<file path="src/hdl/s1sh_pkg.sv">
// Shared types and constants for the SHA-1 stream hasher.
package s1sh_pkg;

  localparam int CHAIN_DEPTH     = 5;
  localparam int WORDS_PER_BLOCK = 16;
  localparam int ROUNDS          = 80;
  localparam int LEN_OFFSET      = 56;
  localparam int LAST_BYTE       = 63;

  localparam logic [31:0] IV0 = 32'h67452301;
  localparam logic [31:0] IV1 = 32'hEFCDAB89;
  localparam logic [31:0] IV2 = 32'h98BADCFE;
  localparam logic [31:0] IV3 = 32'h10325476;
  localparam logic [31:0] IV4 = 32'hC3D2E1F0;

  localparam logic [31:0] K0 = 32'h5A827999;
  localparam logic [31:0] K1 = 32'h6ED9EBA1;
  localparam logic [31:0] K2 = 32'h8F1BBCDC;
  localparam logic [31:0] K3 = 32'hCA62C1D6;

  localparam logic [7:0] PAD_MARK = 8'h80;

  // Control from the sequencer to the round datapath
  typedef struct packed {
    logic        w_shift;   // shift a loaded message word into the schedule
    logic [31:0] w_word;
    logic        wk_load;   // load one working variable from the chain
    logic [2:0]  wk_idx;
    logic [31:0] wk_word;
    logic        round_en;  // run one round
    logic [6:0]  rnd;
  } s1sh_ctl_t;

  function automatic logic [31:0] s1sh_iv(input logic [2:0] idx);
    logic [31:0] v;
    case (idx)
      3'd0:    v = IV0;
      3'd1:    v = IV1;
      3'd2:    v = IV2;
      3'd3:    v = IV3;
      default: v = IV4;
    endcase
    return v;
  endfunction

endpackage

</file>
<file path="src/hdl/s1sh_round_core.sv">
// Round datapath: message schedule window and the five working variables.
module s1sh_round_core import s1sh_pkg::*; (
  input  logic        clk,
  input  s1sh_ctl_t   ctl,
  output logic [31:0] wk_o [CHAIN_DEPTH]
);

  logic [31:0] sched_r [WORDS_PER_BLOCK];
  logic [31:0] wk_r [CHAIN_DEPTH];
  logic [31:0] f;
  logic [31:0] k;
  logic [31:0] t;
  logic [31:0] w_mix;
  logic [31:0] w_next;

  always_comb begin
    if (ctl.rnd < 7'd20) begin
      f = (wk_r[1] & wk_r[2]) | (~wk_r[1] & wk_r[3]);
      k = K0;
    end else if (ctl.rnd < 7'd40) begin
      f = wk_r[1] ^ wk_r[2] ^ wk_r[3];
      k = K1;
    end else if (ctl.rnd < 7'd60) begin
      f = (wk_r[1] & wk_r[2]) | (wk_r[1] & wk_r[3]) | (wk_r[2] & wk_r[3]);
      k = K2;
    end else begin
      f = wk_r[1] ^ wk_r[2] ^ wk_r[3];
      k = K3;
    end
    t      = {wk_r[0][26:0], wk_r[0][31:27]} + f + wk_r[4] + k + sched_r[0];
    w_mix  = sched_r[13] ^ sched_r[8] ^ sched_r[2] ^ sched_r[0];
    w_next = {w_mix[30:0], w_mix[31]};
  end

  // Advance the schedule window on every load or round; load or update the working variables
  always_ff @(posedge clk) begin
    if (ctl.w_shift || ctl.round_en) begin
      for (int i = 0; i < WORDS_PER_BLOCK - 1; i++) begin
        sched_r[i] <= sched_r[i+1];
      end
      sched_r[WORDS_PER_BLOCK-1] <= ctl.w_shift ? ctl.w_word : w_next;
    end
    if (ctl.wk_load) begin
      wk_r[ctl.wk_idx] <= ctl.wk_word;
    end else if (ctl.round_en) begin
      wk_r[0] <= t;
      wk_r[1] <= wk_r[0];
      wk_r[2] <= {wk_r[1][1:0], wk_r[1][31:2]};
      wk_r[3] <= wk_r[2];
      wk_r[4] <= wk_r[3];
    end
  end

  assign wk_o = wk_r;

endmodule

</file>
<file path="src/hdl/sha1_stream_hasher.sv">
// Top level of the SHA-1 stream hasher: byte intake, padding, block sequencer, digest output.
// Intake: while idle, a byte without a block boundary is taken; the 64th byte of a block starts a
// compression (block loads, 80 rounds, chain write-back) while input is held off.
// End of message adds one or two padded compressions, then five digest words, each read from
// the chain and registered when the consumer is ready. The datapath runs one round per cycle.
// Reset (sync, active low) clears control, byte count and chain valid flags, not block memory.
module sha1_stream_hasher import s1sh_pkg::*; (
  input  logic        clk,
  input  logic        rst_n,
  // input request channel
  input  logic        in_tvalid,
  output logic        in_tready,
  input  logic [7:0]  in_tdata,   // [7:0] data_byte
  input  logic        in_tuser,   // [0] byte_present
  input  logic        in_tlast,   // end_of_message
  // digest channel
  output logic        out_tvalid,
  input  logic        out_tready,
  output logic [31:0] out_tdata,  // [31:0] digest_word
  output logic        out_tlast   // last_word
);

  typedef enum logic [2:0] {
    ST_IDLE,
    ST_LOAD,
    ST_ROUND,
    ST_WBACK,
    ST_OUT_RD,
    ST_OUT_WR
  } state_t;

  // what the block in the buffer memory holds for the next compression
  typedef enum logic [1:0] {
    BLK_DATA,   // a full block of message bytes
    BLK_PAD1,   // message tail with padding, length if it fits
    BLK_PAD2    // zeros and the length only
  } blk_kind_t;

  // control state
  state_t                 state_r;
  blk_kind_t              kind_r;
  logic [60:0]            count_r;
  logic                   eom_pend_r;
  logic [4:0]             ld_r;
  logic [6:0]             rnd_r;
  logic [2:0]             wb_r;
  logic [2:0]             out_idx_r;
  logic                   out_tvalid_r;
  logic [CHAIN_DEPTH-1:0] cv_r;

  // payload
  logic [31:0] acc_r;
  logic [31:0] out_tdata_r;
  logic        out_tlast_r;

  // block buffer memory: 16 big-endian words
  logic [31:0] buf_mem [WORDS_PER_BLOCK];
  logic [31:0] buf_rd_r;
  logic [3:0]  buf_ridx_r;
  logic        buf_we;
  logic [3:0]  buf_waddr;
  logic [31:0] buf_wdata;
  logic [3:0]  buf_raddr;

  // chain memory: H0..H4, entries without a valid flag read as the initial values
  logic [31:0] chain_mem [CHAIN_DEPTH];
  logic [31:0] chain_rd_r;
  logic [2:0]  chain_ridx_r;
  logic        chain_rdv_r;
  logic        chain_re;
  logic [2:0]  chain_raddr;
  logic        chain_we;
  logic [2:0]  chain_waddr;
  logic [31:0] chain_wdata;
  logic [31:0] chain_val;

  logic        in_fire;
  logic [5:0]  tail;
  logic [63:0] bit_len;
  logic        out_go;
  logic [31:0] pad_word;
  logic [31:0] wk [CHAIN_DEPTH];
  s1sh_ctl_t   ctl;

  assign in_tready  = (state_r == ST_IDLE);
  assign in_fire    = in_tvalid && in_tready;
  assign tail       = count_r[5:0];
  assign bit_len    = {count_r, 3'b000};
  assign out_go     = !out_tvalid_r || out_tready;
  assign out_tvalid = out_tvalid_r;
  assign out_tdata  = out_tdata_r;
  assign out_tlast  = out_tlast_r;

  assign chain_val = chain_rdv_r ? chain_rd_r : s1sh_iv(chain_ridx_r);

  // Build the schedule word for the last buffer read: message bytes, the pad mark,
  // zeros and the big-endian bit length, depending on the block kind.
  always_comb begin
    logic [5:0] p;
    logic [7:0] mem_b;
    logic [7:0] src_b;
    logic [7:0] len_b;
    logic [7:0] b;
    pad_word = '0;
    for (int k = 0; k < 4; k++) begin
      p     = {buf_ridx_r, 2'(k)};
      mem_b = buf_rd_r[8*(3-k) +: 8];
      src_b = (buf_ridx_r == tail[5:2]) ? acc_r[8*(3-k) +: 8] : mem_b;
      len_b = bit_len[{~p[2:0], 3'b000} +: 8];
      case (kind_r)
        BLK_DATA: begin
          b = mem_b;
        end
        BLK_PAD1: begin
          if (p < tail) begin
            b = src_b;
          end else if (p == tail) begin
            b = PAD_MARK;
          end else begin
            b = 8'h00;
          end
          if (tail < 6'(LEN_OFFSET) && p >= 6'(LEN_OFFSET)) begin
            b = len_b;
          end
        end
        BLK_PAD2: begin
          b = (p >= 6'(LEN_OFFSET)) ? len_b : 8'h00;
        end
        default: begin
          b = 8'h00;
        end
      endcase
      pad_word[8*(3-k) +: 8] = b;
    end
  end

  // Memory ports
  always_comb begin
    buf_we    = in_fire && in_tuser && (tail[1:0] == 2'd3);
    buf_waddr = tail[5:2];
    buf_wdata = {acc_r[31:8], in_tdata};
    buf_raddr = ld_r[3:0];

    chain_re    = 1'b0;
    chain_raddr = '0;
    case (state_r)
      ST_LOAD: begin
        chain_re    = (ld_r < 5'(CHAIN_DEPTH));
        chain_raddr = ld_r[2:0];
      end
      ST_WBACK: begin
        chain_re    = (wb_r < 3'(CHAIN_DEPTH));
        chain_raddr = wb_r;
      end
      ST_OUT_RD: begin
        chain_re    = out_go;
        chain_raddr = out_idx_r;
      end
      default: begin
        chain_re = 1'b0;
      end
    endcase

    // write back H[j] + working variable j, one entry behind the read
    chain_we    = (state_r == ST_WBACK) && (wb_r != 3'd0);
    chain_waddr = wb_r - 3'd1;
    chain_wdata = chain_val + wk[chain_waddr];
  end

  // Round datapath control
  always_comb begin
    ctl.w_shift  = (state_r == ST_LOAD) && (ld_r != 5'd0);
    ctl.w_word   = pad_word;
    ctl.wk_load  = (state_r == ST_LOAD) && (ld_r != 5'd0) && (ld_r <= 5'(CHAIN_DEPTH));
    ctl.wk_idx   = ld_r[2:0] - 3'd1;
    ctl.wk_word  = chain_val;
    ctl.round_en = (state_r == ST_ROUND);
    ctl.rnd      = rnd_r;
  end

  s1sh_round_core u_core (
    .clk  (clk),
    .ctl  (ctl),
    .wk_o (wk)
  );

  always_ff @(posedge clk) begin
    if (buf_we) begin
      buf_mem[buf_waddr] <= buf_wdata;
    end
    buf_rd_r   <= buf_mem[buf_raddr];
    buf_ridx_r <= buf_raddr;
  end

  always_ff @(posedge clk) begin
    if (chain_we) begin
      chain_mem[chain_waddr] <= chain_wdata;
    end
    if (chain_re) begin
      chain_rd_r   <= chain_mem[chain_raddr];
      chain_ridx_r <= chain_raddr;
      chain_rdv_r  <= cv_r[chain_raddr];
    end
  end

  // Payload: partial word of the tail and the output register
  always_ff @(posedge clk) begin
    if (in_fire && in_tuser) begin
      acc_r[{~tail[1:0], 3'b000} +: 8] <= in_tdata;
    end
    if (state_r == ST_OUT_WR) begin
      out_tdata_r <= chain_val;
      out_tlast_r <= (out_idx_r == 3'(CHAIN_DEPTH - 1));
    end
  end

  // Sequencer
  always_ff @(posedge clk) begin
    if (!rst_n) begin
      state_r      <= ST_IDLE;
      kind_r       <= BLK_DATA;
      count_r      <= '0;
      eom_pend_r   <= 1'b0;
      ld_r         <= '0;
      rnd_r        <= '0;
      wb_r         <= '0;
      out_idx_r    <= '0;
      out_tvalid_r <= 1'b0;
      cv_r         <= '0;
    end else begin
      // drop the output word once taken
      if (out_tvalid_r && out_tready) begin
        out_tvalid_r <= 1'b0;
      end
      if (chain_we) begin
        cv_r[chain_waddr] <= 1'b1;
      end
      case (state_r)
        ST_IDLE: begin
          if (in_fire) begin
            if (in_tuser) begin
              count_r <= count_r + 61'd1;
            end
            if (in_tuser && tail == 6'(LAST_BYTE)) begin
              // block full: compress it, pad afterwards if this ends the message
              kind_r     <= BLK_DATA;
              eom_pend_r <= in_tlast;
              ld_r       <= '0;
              state_r    <= ST_LOAD;
            end else if (in_tlast) begin
              kind_r  <= BLK_PAD1;
              ld_r    <= '0;
              state_r <= ST_LOAD;
            end
          end
        end
        ST_LOAD: begin
          ld_r <= ld_r + 5'd1;
          if (ld_r == 5'(WORDS_PER_BLOCK)) begin
            rnd_r   <= '0;
            state_r <= ST_ROUND;
          end
        end
        ST_ROUND: begin
          rnd_r <= rnd_r + 7'd1;
          if (rnd_r == 7'(ROUNDS - 1)) begin
            wb_r    <= '0;
            state_r <= ST_WBACK;
          end
        end
        ST_WBACK: begin
          wb_r <= wb_r + 3'd1;
          if (wb_r == 3'(CHAIN_DEPTH)) begin
            ld_r      <= '0;
            out_idx_r <= '0;
            case (kind_r)
              BLK_DATA: begin
                if (eom_pend_r) begin
                  eom_pend_r <= 1'b0;
                  kind_r     <= BLK_PAD1;
                  state_r    <= ST_LOAD;
                end else begin
                  state_r <= ST_IDLE;
                end
              end
              BLK_PAD1: begin
                if (tail >= 6'(LEN_OFFSET)) begin
                  kind_r  <= BLK_PAD2;
                  state_r <= ST_LOAD;
                end else begin
                  state_r <= ST_OUT_RD;
                end
              end
              default: begin
                state_r <= ST_OUT_RD;
              end
            endcase
          end
        end
        ST_OUT_RD: begin
          // hold until the output register is free at this edge
          if (out_go) begin
            state_r <= ST_OUT_WR;
          end
        end
        ST_OUT_WR: begin
          out_tvalid_r <= 1'b1;
          if (out_idx_r == 3'(CHAIN_DEPTH - 1)) begin
            // digest done: back to the initial chain and an empty message
            cv_r    <= '0;
            count_r <= '0;
            state_r <= ST_IDLE;
          end else begin
            out_idx_r <= out_idx_r + 3'd1;
            state_r   <= ST_OUT_RD;
          end
        end
        default: begin
          state_r <= ST_IDLE;
        end
      endcase
    end
  end

endmodule
</file>
<file path="config.mk">
export PLATFORM = sky130hd
export DESIGN_NAME = sha1_stream_hasher
export DESIGN_NICKNAME = d
export VERILOG_FILES = /design/src/hdl/s1sh_pkg.sv /design/src/hdl/s1sh_round_core.sv /design/src/hdl/sha1_stream_hasher.sv
export SDC_FILE = /design/constraint.sdc
export NUM_CORES = 2
export LEC_CHECK = 0
export BUFFER_PORTS_ARGS = -buffer_cell sky130_fd_sc_hd__buf_2
export CORE_ASPECT_RATIO = 2
export CORE_MARGIN = 2
export CORE_UTILIZATION = 50
export CTS_BUF_LIST = sky130_fd_sc_hd__clkbuf_4 sky130_fd_sc_hd__clkbuf_8
export CTS_CLUSTER_DIAMETER = 120
export DETAILED_ROUTE_END_ITERATION = 10
export PLACE_DENSITY_LB_ADDON = 0.08
export SLEW_MARGIN = 20
export SYNTH_ARGS = -nofsm -noshare
export SYNTH_HDL_FRONTEND = slang
export SYNTH_SLANG_ARGS = --single-unit
</file>
<file path="constraint.sdc">
create_clock -name clk -period 19.4 [get_ports clk]
set_clock_uncertainty 0.15 [all_clocks]
set_input_delay 0 -clock clk [delete_from_list [all_inputs] [get_ports clk]]
set_output_delay 0 -clock clk [all_outputs]
set_load 0.02 [all_outputs]
</file>
==> results.yml <==
outcome:
  outcome: "finished, final reports clean"
floorplan:
  die_h_um: 519
  io_pins: 49
  die-area_um2: 136000
  die_x_um: 262
  start_util_pct: 50.2
  row_count: 189
  core_um2: 132000
drt:
  avgViaCountPerCell: 5.81
  wire_per_inst_um: 26.6
  postRouteAntennaNets: 0
  drt_wl_total_um: 173000
  routed-via-count: 37900
  drt_first_iter_violations: 3276
  dr.pass1.iters: 8
  remaining_drc_errors: 0
synthesis:
  netlist_area_um2: 66400
  synth_nets: 4625
  syn_inst: 4401
  ys.flop_type: "edfxtp_1"
  synth_area_leader_cell: "edfxtp_1"
  ys_warn_count: 0
  avgSynthCellArea_um2: 15.1
  netlist_top_cells_area: "edfxtp_1 65%, mux4_2 5.4%, dfxtp_1 3.8%"
  synth_top_area_share_pct: 65.4
  synth_seq_cells: 1572
  synth_edf_count: 1445
  synthArstFlopShare_pct: 0
  synth_cell_types: 79
  yosysSeqAreaShare_pct: 69.2
clocking:
  cts_buffers: 221
  htree_levels: 4
  insertion_delay_ns: 0.94
  clockRootBuffer: "clkbuf_8"
  hold_buffers: 33
  clock-sinks: 1572
  clk_path_buf_depth: 4
  cts_tree: "yes"
  cts_resized: 0
  clk_pin_slew_ns: 0.07
  cts_setup_buffers: 0
pwr:
  p_int_mw: 8.05
  switching_power_mw: 4.41
  p_leak_nw: 25.6
  seq_power_share_pct: 41.0
  clkPwrFrac_pct: 22.3
  switching_share_pct: 35.4
  p_per_area_nw_per_um2: 168
  ir_drop_uv: 105
  power_frac_comb_pct: 36.7
hold_path:
  hold_end: "acc_r[13]"
  hp-start: "in_tdata[5]"
  hold_path_class: "in -> reg"
  min_path_cells: 3
setup_path:
  critPathBufInv: 4
  path_delay_family: "compound AO/OA/AOI/OAI gates"
  cp_max_fo: 22
  start_kind: "flop"
  r2r_end: "u_core.wk_o[156]"
  critical_path.max_stage_delay_ns: 0.98
  end_kind: "flop"
  reg2regPathDepth: 21
  arrival_ns: 9.21
  crit_top_cell: "fa_1"
  crit_type: "reg -> reg"
  worst_ep_required_time_ns: 19.90
  rr_startpoint: "rnd_r[4]"
  ff2ff_setup_slack_ns: 10.69
  cp_cell_sequence: "and3_1, a21oi_1, nand2_1, buf_4, nand2_1, clkinv_1, a221o_1, fa_1, fa_1, inv_1, fa_1, inv_1, ha_1, and4_1, a221o_1, o21ai_0, a21oi_1, o21a_1, or3_1, nand3_1, o211ai_1"
  crit_slowest_cell: "clkinv_1"
place:
  portBuffers: 48
  pre_cts_ws_ns: 10.68
  dp_hpwl_um: 116000
  globalplace.congestion: 0.932
layout:
  final_layout_size_suffix_gt1_share_pct: 16.1
  final_util_pct: 56.1
  syn2layout_area_growth_pct: 11.7
  layout.nets: 4838
grt:
  grt_pass1_wl_um: 254000
  gr-total-overflow: 0
  antenna_found_initial: 4
  grt_pass1_vias: 39200
  track_usage_pct: 25.8
  grt_max_degree: 194
timing:
  min_period_ns: 8.71
  finalHoldViolations: 0
  slew_violations: 0
  tightest_slew_ns: 1.18
  relSlewSlack_pct: 21.1
  finalSetupViolations: 0
  max_freq_mhz: 115
  fin_setup_tns_ns: 0
  fin_crit_sh_pct: 44.9
  worst_slack_ns: 10.69
  rsz0062_at_grt: "false"
job:
  drv_cap: 0
==> kinds of logic after synthesis <==
group	share of synthesized area, %
xor gates and xnor gates	2.73
AOI/OAI and AO/OA	7.24
muxes	6.49
buffers and inverters	2.40
DFF	69.2
adders and majority gates	5.26
and+or+nand+nor	6.66
==> synthesized netlist by cell type (12+ instances only) <==
cell / count
buf_1: 24
nand2_1: 419
mux4_2: 160
dfxtp_1: 127
nor2_1: 303
a221o_1: 12
o22ai_1: 116
ha_1: 95
nand2b_1: 15
nand3_1: 76
xnor2_1: 156
mux2_2: 26
inv_1: 230
mux2i_1: 41
a22o_1: 43
nand4_1: 20
nor2b_1: 14
a21oi_1: 165
o221a_2: 14
o21a_1: 18
xor2_1: 51
clkbuf_1: 150
a222oi_1: 28
edfxtp_1: 1445
and2_1: 50
nor3_1: 30
or3_1: 28
fa_1: 115
a21o_1: 37
o21ai_0: 247
==> per-stage QoR <==
stage	hold slack [ns]	power [mW]	instance area [um^2]	std cells
5_1_grt	0.0511	13.2	74100	6518
2_1_floorplan	-0.0511	8.34	66400	4401
4_1_cts	0.0153	12.5	74100	6515
3_5_place_dp	0.220	9.74	69000	6077
3_3_place_gp	0.225	9.65	69000	6077
6_report	0.0697	12.5	74100	6519
==> worst max-delay path by stage <==
stage / startpoint / to / slack, ns / cells past startpoint
after global routing: rnd_r[4] / u_core.wk_o[152] / 10.50 / 21
final: rnd_r[4] / u_core.wk_o[156] / 10.69 / 21
after floorplan: ld_r[1] / u_core.sched_r[0][0] / 10.48 / 8
after detailed placement: rnd_r[5] / u_core.wk_o[156] / 10.68 / 21
after CTS: rnd_r[5] / u_core.wk_o[156] / 10.69 / 21
after global placement: rnd_r[5] / u_core.wk_o[156] / 10.78 / 21
==> power by group through the flow <==
| stage | logic [mW] | clock network (mW) | registers (mW) |
|---|---|---|---|
| 2_1_floorplan | 3.26 | 0 | 5.08 |
| 3_3_place_gp | 4.49 | 0 | 5.15 |
| 3_5_place_dp | 4.57 | 0 | 5.17 |
| 4_1_cts | 4.58 | 2.85 | 5.11 |
| 5_1_grt | 5.03 | 2.98 | 5.16 |
| 6_report | 4.58 | 2.78 | 5.10 |
==> cells in the final DEF (no fill, tap or decap), types with 41 or more instances in the layout <==
cell type / synthesis / final
nand2_1: 419 / 419
dfxtp_1: 127 / 122
inv_1: 230 / 228
o22ai_1: 116 / 115
and2_1: 50 / 50
buf_2: 6 / 48
o21ai_0: 247 / 245
nand3_1: 76 / 76
mux2i_1: 41 / 41
a22o_1: 43 / 43
xor2_1: 51 / 50
buf_4: 2 / 89
nor2_1: 303 / 287
a21oi_1: 165 / 163
fa_1: 115 / 115
edfxtp_1: 1445 / 1445
ha_1: 95 / 95
mux4_2: 160 / 160
clkbuf_4: 0 / 64
xnor2_1: 156 / 156
clkbuf_8: 0 / 249
==> cell type report <==
type / count / area [um^2]
multi-input combinational: 2411 / 19100
fill: 10600 / 58100
timing repair buffer: 173 / 1280
clock buffer: 313 / 3910
inverter: 235 / 883
antenna: 4 / 10.0
tap: 1719 / 2150
sequential: 1572 / 45900
clock inverter: 92 / 860
==> state kept, by name (all words and copies together) (netlist names), 7 cells and up <==
register	count
acc_r	32
rnd_r	7
count_r	61
buf_mem	512
u_core.wk_o	160
u_core.sched_r	512
chain_rd_r	32
buf_rd_r	32
out_tdata	32
chain_mem	160
==> metal layers <==
| layer | GRT usage (%) | part of all wire [%] |
|---|---|---|
| met5 | 0 | 0 |
| met4 | 18.0 | 7.8 |
| met3 | 3.32 | 4.4 |
| met2 | 46.3 | 53 |
| met1 | 27.8 | 35 |
==> worst reg2reg max path: stages (launching register included) <==
cell and delay [ns]:
dfxtp_1 0.37, and3_1 0.22, a21oi_1 0.63, nand2_1 0.10, buf_4 0.29, nand2_1 0.85
clkinv_1 0.98, a221o_1 0.54, fa_1 0.46, fa_1 0.52, inv_1 0.05, fa_1 0.50
inv_1 0.04, ha_1 0.37, and4_1 0.21, a221o_1 0.41, o21ai_0 0.61, a21oi_1 0.31
o21a_1 0.28, or3_1 0.37, nand3_1 0.09, o211ai_1 0.09
No activity file was read; power rests on OpenSTA's default activity.
